<file path="src/sv/aco_pkg.sv">
package aco_pkg;

  localparam int ACO_CHANNELS = 8;
  localparam int CH_W         = 3;
  localparam int RAW_W        = 16;
  localparam int SAMPLE_SHIFT = 3;
  localparam int SMP_W        = RAW_W - SAMPLE_SHIFT;
  localparam int SUM_W        = 18;
  localparam int CNT_W        = 5;
  localparam int AVG_W        = 13;

  localparam logic [CNT_W-1:0] LIMIT_RESET = CNT_W'(17);

  typedef enum logic [0:0] {
    OP_ACCUM = 1'b0,
    OP_READ  = 1'b1
  } opcode_t;

  typedef enum logic [1:0] {
    ST_IDLE,
    ST_ACC,
    ST_DIV,
    ST_HOLD
  } state_t;

endpackage

</file>
<file path="src/sv/aco_in_if.sv">
interface aco_in_if import aco_pkg::*; ();
  logic             valid;
  logic             ready;
  logic             opcode;
  logic [CH_W-1:0]  channel;
  logic [RAW_W-1:0] raw_word;

  modport source(output valid, opcode, channel, raw_word, input ready);
  modport sink(input valid, opcode, channel, raw_word, output ready);
endinterface

</file>
<file path="src/sv/aco_out_if.sv">
interface aco_out_if import aco_pkg::*; ();
  logic             valid;
  logic             ready;
  logic [AVG_W-1:0] average;
  logic [CH_W-1:0]  channel_echo;

  modport source(output valid, average, channel_echo, input ready);
  modport sink(input valid, average, channel_echo, output ready);
endinterface

</file>
<file path="src/sv/aco_ser_add.sv">
// Bit-serial adder, LSB first, one bit per cycle.
module aco_ser_add import aco_pkg::*; (
  input  logic             clk,
  input  logic             rst_n,
  input  logic             start,
  input  logic [SUM_W-1:0] a,
  input  logic [SUM_W-1:0] b,
  output logic             done,
  output logic [SUM_W-1:0] sum
);

  localparam int BC_W = $clog2(SUM_W);

  logic [SUM_W-1:0] a_sr_r, b_sr_r, s_sr_r;
  logic             carry_r;
  logic [BC_W-1:0]  bit_cnt_r;
  logic             busy_r, done_r;
  logic             sbit, cout;

  assign sbit = a_sr_r[0] ^ b_sr_r[0] ^ carry_r;
  assign cout = (a_sr_r[0] & b_sr_r[0]) | (carry_r & (a_sr_r[0] ^ b_sr_r[0]));

  always_ff @(posedge clk) begin
    if (!rst_n) begin
      busy_r    <= 1'b0;
      done_r    <= 1'b0;
      bit_cnt_r <= '0;
    end else begin
      done_r <= 1'b0;
      if (start) begin
        busy_r    <= 1'b1;
        bit_cnt_r <= BC_W'(SUM_W - 1);
      end else if (busy_r) begin
        bit_cnt_r <= bit_cnt_r - 1'b1;
        if (bit_cnt_r == '0) begin
          busy_r <= 1'b0;
          done_r <= 1'b1;
        end
      end
    end
  end

  always_ff @(posedge clk) begin
    if (start) begin
      a_sr_r  <= a;
      b_sr_r  <= b;
      carry_r <= 1'b0;
    end else if (busy_r) begin
      a_sr_r  <= a_sr_r >> 1;
      b_sr_r  <= b_sr_r >> 1;
      s_sr_r  <= {sbit, s_sr_r[SUM_W-1:1]};
      carry_r <= cout;
    end
  end

  assign done = done_r;
  assign sum  = s_sr_r;

endmodule

</file>
<file path="src/sv/aco_ser_div.sv">
// Restoring divider, one quotient bit per cycle, dividend MSB first.
module aco_ser_div import aco_pkg::*; (
  input  logic             clk,
  input  logic             rst_n,
  input  logic             start,
  input  logic [SUM_W-1:0] dividend,
  input  logic [CNT_W-1:0] divisor,
  output logic             done,
  output logic [SUM_W-1:0] quotient
);

  localparam int BC_W = $clog2(SUM_W);

  logic [SUM_W-1:0] dq_r;     // dividend shifts out, quotient shifts in
  logic [CNT_W-1:0] rem_r;
  logic [CNT_W-1:0] div_r;
  logic [BC_W-1:0]  bit_cnt_r;
  logic             busy_r, done_r;
  logic [CNT_W:0]   partial, diff;
  logic             ge;

  assign partial = {rem_r, dq_r[SUM_W-1]};
  assign ge      = partial >= {1'b0, div_r};
  assign diff    = partial - {1'b0, div_r};

  always_ff @(posedge clk) begin
    if (!rst_n) begin
      busy_r    <= 1'b0;
      done_r    <= 1'b0;
      bit_cnt_r <= '0;
    end else begin
      done_r <= 1'b0;
      if (start) begin
        busy_r    <= 1'b1;
        bit_cnt_r <= BC_W'(SUM_W - 1);
      end else if (busy_r) begin
        bit_cnt_r <= bit_cnt_r - 1'b1;
        if (bit_cnt_r == '0) begin
          busy_r <= 1'b0;
          done_r <= 1'b1;
        end
      end
    end
  end

  always_ff @(posedge clk) begin
    if (start) begin
      dq_r  <= dividend;
      rem_r <= '0;
      div_r <= divisor;
    end else if (busy_r) begin
      dq_r  <= {dq_r[SUM_W-2:0], ge};
      rem_r <= ge ? diff[CNT_W-1:0] : partial[CNT_W-1:0];
    end
  end

  assign done     = done_r;
  assign quotient = dq_r;

endmodule

</file>
<file path="src/sv/adc_channel_oversample_averager_top.sv">
// Oversampling averager for up to CHANNELS converter channels.
// in_ch (valid/ready) carries opcode, channel and raw_word. An accumulate
// item adds raw_word >> 3 to the channel's running sum through a bit-serial
// adder (one bit per cycle), restarting the channel first when
// its count has reached sample_limit. A read item divides sum by count in a
// restoring divider (one quotient bit per cycle), clears the
// channel and returns one transfer on out_ch (average, channel_echo); an
// empty channel reports 0. Out-of-range channels: accumulate is dropped,
// read returns 0 and leaves state alone.
// in_ch is ready only in the idle state, so a new item is taken only after the
// current one has finished its serial steps and its write back or result load.
// out_ch valid rises once the divider is done and the output register loads.
// The result sits in an output register, so in_ch is ready again while the
// result still waits; a read that finishes while out_ch is stalled holds
// in the divider until the register frees up.
// cfg_we/cfg_wdata write sample_limit; the user must write it only while the
// block is idle, as the block itself does not enforce this. Reset (rst_n,
// synchronous): sums and counts zero, sample_limit 17, no result pending.
module adc_channel_oversample_averager_top import aco_pkg::*; #(
  parameter int CHANNELS = ACO_CHANNELS
) (
  input  logic             clk,
  input  logic             rst_n,
  aco_in_if.sink           in_ch,
  aco_out_if.source        out_ch,
  input  logic             cfg_we,
  input  logic [CNT_W-1:0] cfg_wdata
);

  localparam int IDX_W = (CHANNELS > 1) ? $clog2(CHANNELS) : 1;

  state_t state_r, state_nxt;

  logic [SUM_W-1:0] sum_r [CHANNELS];
  logic [CNT_W-1:0] cnt_r [CHANNELS];
  logic [CNT_W-1:0] limit_r;

  logic [IDX_W-1:0] idx_r;
  logic [CH_W-1:0]  ch_r;
  logic             zero_r;

  logic             out_valid_r;
  logic [AVG_W-1:0] avg_r;
  logic [CH_W-1:0]  echo_r;

  logic             in_xfer, ch_ok, restart;
  logic [IDX_W-1:0] in_idx;
  logic [SUM_W-1:0] cur_sum;
  logic [CNT_W-1:0] cur_cnt;
  logic             add_start, div_start, add_done, div_done;
  logic [SUM_W-1:0] add_sum, quot;
  logic             out_free, load_out;

  assign in_xfer  = in_ch.valid && in_ch.ready;
  assign ch_ok    = 32'(in_ch.channel) < CHANNELS;
  assign in_idx   = IDX_W'(in_ch.channel);
  assign cur_sum  = ch_ok ? sum_r[in_idx] : '0;
  assign cur_cnt  = ch_ok ? cnt_r[in_idx] : '0;
  assign restart  = cur_cnt >= limit_r;
  assign out_free = !out_valid_r || out_ch.ready;

  assign add_start = in_xfer && (in_ch.opcode == OP_ACCUM) && ch_ok;
  assign div_start = in_xfer && (in_ch.opcode == OP_READ);

  aco_ser_add u_add (
    .clk   (clk),
    .rst_n (rst_n),
    .start (add_start),
    .a     (restart ? '0 : cur_sum),
    .b     (SUM_W'(in_ch.raw_word >> SAMPLE_SHIFT)),
    .done  (add_done),
    .sum   (add_sum)
  );

  aco_ser_div u_div (
    .clk      (clk),
    .rst_n    (rst_n),
    .start    (div_start),
    .dividend (cur_sum),
    .divisor  (cur_cnt),
    .done     (div_done),
    .quotient (quot)
  );

  // sequencer
  always_comb begin
    state_nxt = state_r;
    load_out  = 1'b0;
    case (state_r)
      ST_IDLE: begin
        if (add_start) begin
          state_nxt = ST_ACC;
        end else if (div_start) begin
          state_nxt = ST_DIV;
        end
      end
      ST_ACC: begin
        if (add_done) begin
          state_nxt = ST_IDLE;
        end
      end
      ST_DIV: begin
        if (div_done) begin
          if (out_free) begin
            load_out  = 1'b1;
            state_nxt = ST_IDLE;
          end else begin
            state_nxt = ST_HOLD;
          end
        end
      end
      ST_HOLD: begin
        if (out_free) begin
          load_out  = 1'b1;
          state_nxt = ST_IDLE;
        end
      end
      default: state_nxt = ST_IDLE;
    endcase
  end

  assign in_ch.ready = (state_r == ST_IDLE);

  always_ff @(posedge clk) begin
    if (!rst_n) begin
      state_r <= ST_IDLE;
    end else begin
      state_r <= state_nxt;
    end
  end

  always_ff @(posedge clk) begin
    if (!rst_n) begin
      limit_r <= LIMIT_RESET;
    end else if (cfg_we) begin
      limit_r <= cfg_wdata;
    end
  end

  // channel state: count updates at transfer, sum when the adder finishes; a read clears both at transfer
  always_ff @(posedge clk) begin
    if (!rst_n) begin
      for (int i = 0; i < CHANNELS; i++) begin
        sum_r[i] <= '0;
        cnt_r[i] <= '0;
      end
    end else begin
      if (add_start) begin
        cnt_r[in_idx] <= restart ? CNT_W'(1) : cur_cnt + 1'b1;
      end else if (div_start && ch_ok) begin
        sum_r[in_idx] <= '0;
        cnt_r[in_idx] <= '0;
      end
      if (add_done) begin
        sum_r[idx_r] <= add_sum;
      end
    end
  end

  always_ff @(posedge clk) begin
    if (in_xfer) begin
      idx_r  <= in_idx;
      ch_r   <= in_ch.channel;
      zero_r <= !ch_ok || (cur_cnt == '0);
    end
  end

  // output register
  always_ff @(posedge clk) begin
    if (!rst_n) begin
      out_valid_r <= 1'b0;
    end else if (load_out) begin
      out_valid_r <= 1'b1;
    end else if (out_ch.ready) begin
      out_valid_r <= 1'b0;
    end
  end

  always_ff @(posedge clk) begin
    if (load_out) begin
      avg_r  <= zero_r ? '0 : quot[AVG_W-1:0];
      echo_r <= ch_r;
    end
  end

  assign out_ch.valid        = out_valid_r;
  assign out_ch.average      = avg_r;
  assign out_ch.channel_echo = echo_r;

endmodule

</file>
<file path="src/flat_wrapper.sv">
// flat-port wrapper written by rule: the top's interface ports become plain ports
module adc_channel_oversample_averager_top_flat import aco_pkg::*;
#(
  parameter int CHANNELS = ACO_CHANNELS
)
  (clk, rst_n, cfg_we, cfg_wdata, in_ch_valid, in_ch_opcode, in_ch_channel, in_ch_raw_word, in_ch_ready, out_ch_valid, out_ch_average, out_ch_channel_echo, out_ch_ready);
  aco_in_if in_ch_i ();
  aco_out_if out_ch_i ();
  input  logic clk;
  input  logic rst_n;
  input  logic cfg_we;
  input  logic [CNT_W-1:0] cfg_wdata;
  input wire logic [$bits(in_ch_i.valid)-1:0] in_ch_valid;
  input wire logic [$bits(in_ch_i.opcode)-1:0] in_ch_opcode;
  input wire logic [$bits(in_ch_i.channel)-1:0] in_ch_channel;
  input wire logic [$bits(in_ch_i.raw_word)-1:0] in_ch_raw_word;
  output wire logic [$bits(in_ch_i.ready)-1:0] in_ch_ready;
  output wire logic [$bits(out_ch_i.valid)-1:0] out_ch_valid;
  output wire logic [$bits(out_ch_i.average)-1:0] out_ch_average;
  output wire logic [$bits(out_ch_i.channel_echo)-1:0] out_ch_channel_echo;
  input wire logic [$bits(out_ch_i.ready)-1:0] out_ch_ready;
  assign in_ch_i.valid = in_ch_valid;
  assign in_ch_i.opcode = in_ch_opcode;
  assign in_ch_i.channel = in_ch_channel;
  assign in_ch_i.raw_word = in_ch_raw_word;
  assign in_ch_ready = in_ch_i.ready;
  assign out_ch_valid = out_ch_i.valid;
  assign out_ch_average = out_ch_i.average;
  assign out_ch_channel_echo = out_ch_i.channel_echo;
  assign out_ch_i.ready = out_ch_ready;
  adc_channel_oversample_averager_top #(.CHANNELS(CHANNELS)) u_core (.clk(clk), .rst_n(rst_n), .in_ch(in_ch_i), .out_ch(out_ch_i), .cfg_we(cfg_we), .cfg_wdata(cfg_wdata));
endmodule
</file>
<file path="config.mk">
export PLATFORM = sky130hd
export DESIGN_NAME = adc_channel_oversample_averager_top_flat
export DESIGN_NICKNAME = d
export VERILOG_FILES = /design/src/sv/aco_pkg.sv /design/src/sv/aco_in_if.sv /design/src/sv/aco_out_if.sv /design/src/sv/aco_ser_add.sv /design/src/sv/aco_ser_div.sv /design/src/sv/adc_channel_oversample_averager_top.sv /design/src/flat_wrapper.sv
export SDC_FILE = /design/constraint.sdc
export NUM_CORES = 1
export LEC_CHECK = 0
export BUFFER_PORTS_ARGS = -buffer_cell sky130_fd_sc_hd__buf_2
export CAP_MARGIN = 20
export CELL_PAD_IN_SITES_DETAIL_PLACEMENT = 1
export CELL_PAD_IN_SITES_GLOBAL_PLACEMENT = 1
export CORE_MARGIN = 2
export CORE_UTILIZATION = 30
export CTS_CLUSTER_SIZE = 24
export DETAILED_ROUTE_END_ITERATION = 8
export GPL_TIMING_DRIVEN = 0
export PLACE_DENSITY_LB_ADDON = 0.1
export SLEW_MARGIN = 10
export SYNTH_ARGS = -nofsm -noshare
export SYNTH_HDL_FRONTEND = slang
export SYNTH_HIERARCHICAL = 1
export SYNTH_SLANG_ARGS = --single-unit
</file>
<file path="constraint.sdc">
create_clock -name clk -period 10.3 [get_ports clk]
set_input_delay 0 -clock clk [delete_from_list [all_inputs] [get_ports clk]]
set_output_delay 0 -clock clk [all_outputs]
set_load 0.01 [all_outputs]
</file>
==> run_results.csv <==
group,metric,value,unit
outcome,run_status,"completed",
placed_design,place_congestion,0.734,
floorplan,initial_core_util,30.5,%
timing,fin_crit_sh,39.3,%
synth,syn-instance-count,1015,
timing,finalWorstPathRequiredPeriod,4.04,ns
worst_setup_path,rr_startpoint,"u_core/cnt_r[7][0]",
global_route,grt_use_total,18.6,%
worst_setup_path,r2r_slack,6.77,ns
timing,worst_pin_slew,1.10,ns
synth,syn_area,0.0139,mm^2
synth,library_cell_with_the_largest_summed_area_after_synthesis,"sky130_fd_sc_hd__edfxtp_1",
worst_setup_path,cp-start-kind,"input port",
worst_setup_path,cp-end-kind,"flip-flop",
timing,grt_setup_unrepaired,"false",
placed_design,pre_cts_setup_slack,6.19,ns
min_path,worst_hold_path.num_cells,2,
global_route,largest_net_degree_at_the_start_of_global_routing,37,
timing,final_hold_fails,0,
clock_network,cts-resized-gates,0,
placed_design,io_buffers,43,
synth,synth_fa_ha_area_share,1.55,%
clock_network,clock_tree.root_cell,"sky130_fd_sc_hd__clkbuf_16",
floorplan,rows,78,
timing,tns,0,ns
drt,count_of_antenna_violating_nets_left_after_detailed_routing,0,
worst_setup_path,ff2ff_path_depth,10,
synth,synth_seq_cells,309,
power,p_leak,6.10,nW
placed_design,post-dp-hpwl,29100,um
clock_network,postCtsSetupBuffers,0,
timing,worst_slack,6.26,ns
synth,synth-async-reset-ratio,0,%
min_path,hold_path_startpoint,"in_ch_channel[2]",
timing,final-setup-viol-count,0,
floorplan,pin_count,48,
timing,finClkSkew,0.0270,ns
worst_setup_path,crit_fanout,10,
drt,overall_via_count_from_detail_route,8896,
global_route,grt_pass1_wl,64200,um
floorplan,die_footprint,0.0481,mm^2
drt,drtPass1Iterations,5,
drt,remaining_drc_errors,0,
power,vdd_ir_drop_max,0.000109,V
floorplan,core_area,0.0456,mm^2
final_layout,num-nets-final,1197,
synth,synth_top_cells_by_area,"sky130_fd_sc_hd__edfxtp_1 61%, sky130_fd_sc_hd__and2_1 6.7%, sky130_fd_sc_hd__mux2_2 5.7%",
synth,yosysWarnings,6,
clock_network,cts_tree,"yes",
job,cap_viol_max_count,0,
synth,post_synth_edffs,281,
synth,synth_area_in_simple_gates,15.2,%
timing,achievable-frequency,0.247,GHz
synth,synth_sequential_area_ratio,64.6,%
synth,synth_mux_area_share,8.65,%
clock_network,htree_num_levels,2,
clock_network,max-clock-path-buffers,3,
synth,postSynth.topFlopCell,"sky130_fd_sc_hd__edfxtp_1",
clock_network,cts_hold_buf,31,
floorplan,die_height,219,um
power,power_density,194,mW/mm^2
drt,via_per_inst,5.00,
min_path,worstHoldPathType,"in2reg",
drt,wirelength,43400,um
worst_setup_path,worst_ep_required_time,10.59,ns
timing,finalMaxSlewViolations,0,
global_route,overflow,0,
drt,wl_per_cell,24.4,um
synth,synth_top_family_by_area,"simple AND/OR/NAND/NOR gates",
synth,synth_compound_area_share,6.70,%
clock_network,cts_num_sinks,309,
synth,synth.avg_cell_area,13.7,um^2
floorplan,die_w,219,um
global_route,antenna_found_initial,0,
global_route,first_global_vias,9564,
synth,synth.lib_cells_used.distinct,70,
worst_setup_path,timing.setup.critical_path_class,"in2reg",
worst_setup_path,timing.critical_path.from,"in_ch_channel[1]",
timing,maxSlewHeadroom,26.3,%
final_layout,drive_gt1_share,21.1,%
final_layout,layout-area-overhead-vs-synth,21.4,%
worst_setup_path,arrival,4.33,ns
drt,first_iteration_detailed_routing_drc_count,528,
synth,synth_xor_area_share,0.755,%
synth,synth_largest_type_area_fraction,60.6,%
clock_network,numCtsBuffers,38,
clock_network,cts.reportedPaths.clkPinSlew,0.06,ns
clock_network,clock_latency_reported_for_the_late_side_of_the_worst_skew_pair,0.57,ns
cell families after synthesis:
kind of cell	Yosys count
compound gates	121
xor+xnor	12
fa+ha+maj	16
buf+inv	84
flops	309
mux	95
other cells	1
simple gates	377
Yosys cell counts, types with 7 or more instances:
| library cell | count |
|---|---|
| sky130_fd_sc_hd__nand2_1 | 52 |
| sky130_fd_sc_hd__a21oi_1 | 15 |
| sky130_fd_sc_hd__dfxtp_1 | 28 |
| sky130_fd_sc_hd__nor2_1 | 47 |
| sky130_fd_sc_hd__nand3_1 | 17 |
| sky130_fd_sc_hd__inv_1 | 27 |
| sky130_fd_sc_hd__and2_1 | 150 |
| sky130_fd_sc_hd__o22ai_1 | 7 |
| sky130_fd_sc_hd__clkbuf_1 | 32 |
| sky130_fd_sc_hd__xor2_1 | 8 |
| sky130_fd_sc_hd__buf_2 | 21 |
| sky130_fd_sc_hd__nor2b_1 | 44 |
| sky130_fd_sc_hd__a221oi_1 | 27 |
| sky130_fd_sc_hd__o21ai_0 | 12 |
| sky130_fd_sc_hd__mux2i_1 | 10 |
| sky130_fd_sc_hd__mux4_2 | 13 |
| sky130_fd_sc_hd__nor3_1 | 31 |
| sky130_fd_sc_hd__a22oi_1 | 11 |
| sky130_fd_sc_hd__mux2_2 | 71 |
| sky130_fd_sc_hd__edfxtp_1 | 281 |
| sky130_fd_sc_hd__ha_1 | 14 |
per-stage QoR:
step	area [um^2]	total power, W	std cells	utilization (%)	hold slack [ns]
after floorplan	13900	0.00175	1019	-	0.0989
after global routing	16900	0.00341	1778	37.1	0.191
after global placement	14900	0.00188	1662	32.7	0.223
after CTS	16900	0.00333	1778	37.1	0.181
final	16900	0.00328	1779	37.1	0.207
after detailed placement	15300	0.00190	1680	33.6	0.227
final timing paths:
path                               endpoint
hold reg to reg   u_core/u_div/bit_cnt_r[1]
setup / recovery    u_core/u_add/a_sr_r[15]
hold / removal               u_core/ch_r[2]
setup reg to reg    u_core/u_add/a_sr_r[15]
layer usage:
metal	vias up	GRT usage [%]	wire length (um)
met4	0	5.18	907
met2	219	30.1	20200
li1	4041	-	-
met5	-	0	0
met1	4577	25.4	20000
met3	59	3.48	2370
power by group:
| part | total (W) | switching, W | internal, W |
|---|---|---|---|
| registers | 0.00150 | 0.0000379 | 0.00146 |
| logic | 0.000382 | 0.000234 | 0.000147 |
| clock network | 0.00140 | 0.000544 | 0.000857 |
flip-flops by register name, summed over array words and instances, names as in the netlist, 5 cells and up:
name and flops:
u_core/u_div/rem_r 5, u_core/u_add/b_sr_r 18, u_core/u_add/sum 18, u_core/u_add/a_sr_r 18, u_core/u_add/bit_cnt_r 5, u_core/limit_r 5, u_core/cnt_r 40, u_core/u_div/quotient 18
u_core/u_div/div_r 5, u_core/sum_r 144, u_core/out_ch.average 13, u_core/u_div/bit_cnt_r 5
cell type report:
cell class,instances,area (um^2)
antenna,1,2.50
buffer,55,240
clock buffer,48,988
clock inverter,19,284
fill,4711,28700
inverter,29,109
multi-input combinational,626,4720
sequential,309,9000
tap,600,751
timing repair buffer,92,808
critical path: stages:
cell,delay [ns]
sky130_fd_sc_hd__dlygate4sd3_1,0.52
sky130_fd_sc_hd__buf_2,0.16
sky130_fd_sc_hd__buf_2,0.25
sky130_fd_sc_hd__nor2b_1,0.16
sky130_fd_sc_hd__clkbuf_1,0.70
sky130_fd_sc_hd__a22oi_1,0.19
sky130_fd_sc_hd__o22a_1,0.35
sky130_fd_sc_hd__ha_1,0.32
sky130_fd_sc_hd__nor2b_1,0.04
sky130_fd_sc_hd__o21ai_0,0.28
sky130_fd_sc_hd__a31o_2,0.23
sky130_fd_sc_hd__clkbuf_1,0.60
sky130_fd_sc_hd__a31oi_1,0.18
sky130_fd_sc_hd__mux2_2,0.34
layout by cell type, fill, tap and decap left out, types with 5 or more instances in the layout:
master,instances
sky130_fd_sc_hd__a21oi_1,15
sky130_fd_sc_hd__and2_1,150
sky130_fd_sc_hd__nor4b_1,6
sky130_fd_sc_hd__a221oi_1,27
sky130_fd_sc_hd__buf_4,6
sky130_fd_sc_hd__buf_6,5
sky130_fd_sc_hd__bufinv_16,7
sky130_fd_sc_hd__nor3_1,27
sky130_fd_sc_hd__mux2_2,71
sky130_fd_sc_hd__a22oi_1,11
sky130_fd_sc_hd__edfxtp_1,281
sky130_fd_sc_hd__xor2_1,8
sky130_fd_sc_hd__nand2_1,52
sky130_fd_sc_hd__buf_2,64
sky130_fd_sc_hd__o22ai_1,7
sky130_fd_sc_hd__nor2_1,45
sky130_fd_sc_hd__inv_1,27
sky130_fd_sc_hd__ha_1,14
sky130_fd_sc_hd__clkbuf_16,38
sky130_fd_sc_hd__mux2i_1,10
sky130_fd_sc_hd__conb_1,5
sky130_fd_sc_hd__o21ai_0,9
sky130_fd_sc_hd__dfxtp_1,28
sky130_fd_sc_hd__nand3_1,17
sky130_fd_sc_hd__clkinv_1,6
sky130_fd_sc_hd__dlygate4sd3_1,31
sky130_fd_sc_hd__nor4_1,5
sky130_fd_sc_hd__nor2b_1,44
sky130_fd_sc_hd__nand3b_1,5
sky130_fd_sc_hd__buf_16,5
sky130_fd_sc_hd__clkbuf_1,42
sky130_fd_sc_hd__clkinv_2,5
sky130_fd_sc_hd__mux4_2,13
Note: power is estimated with default switching activity, not from simulation.
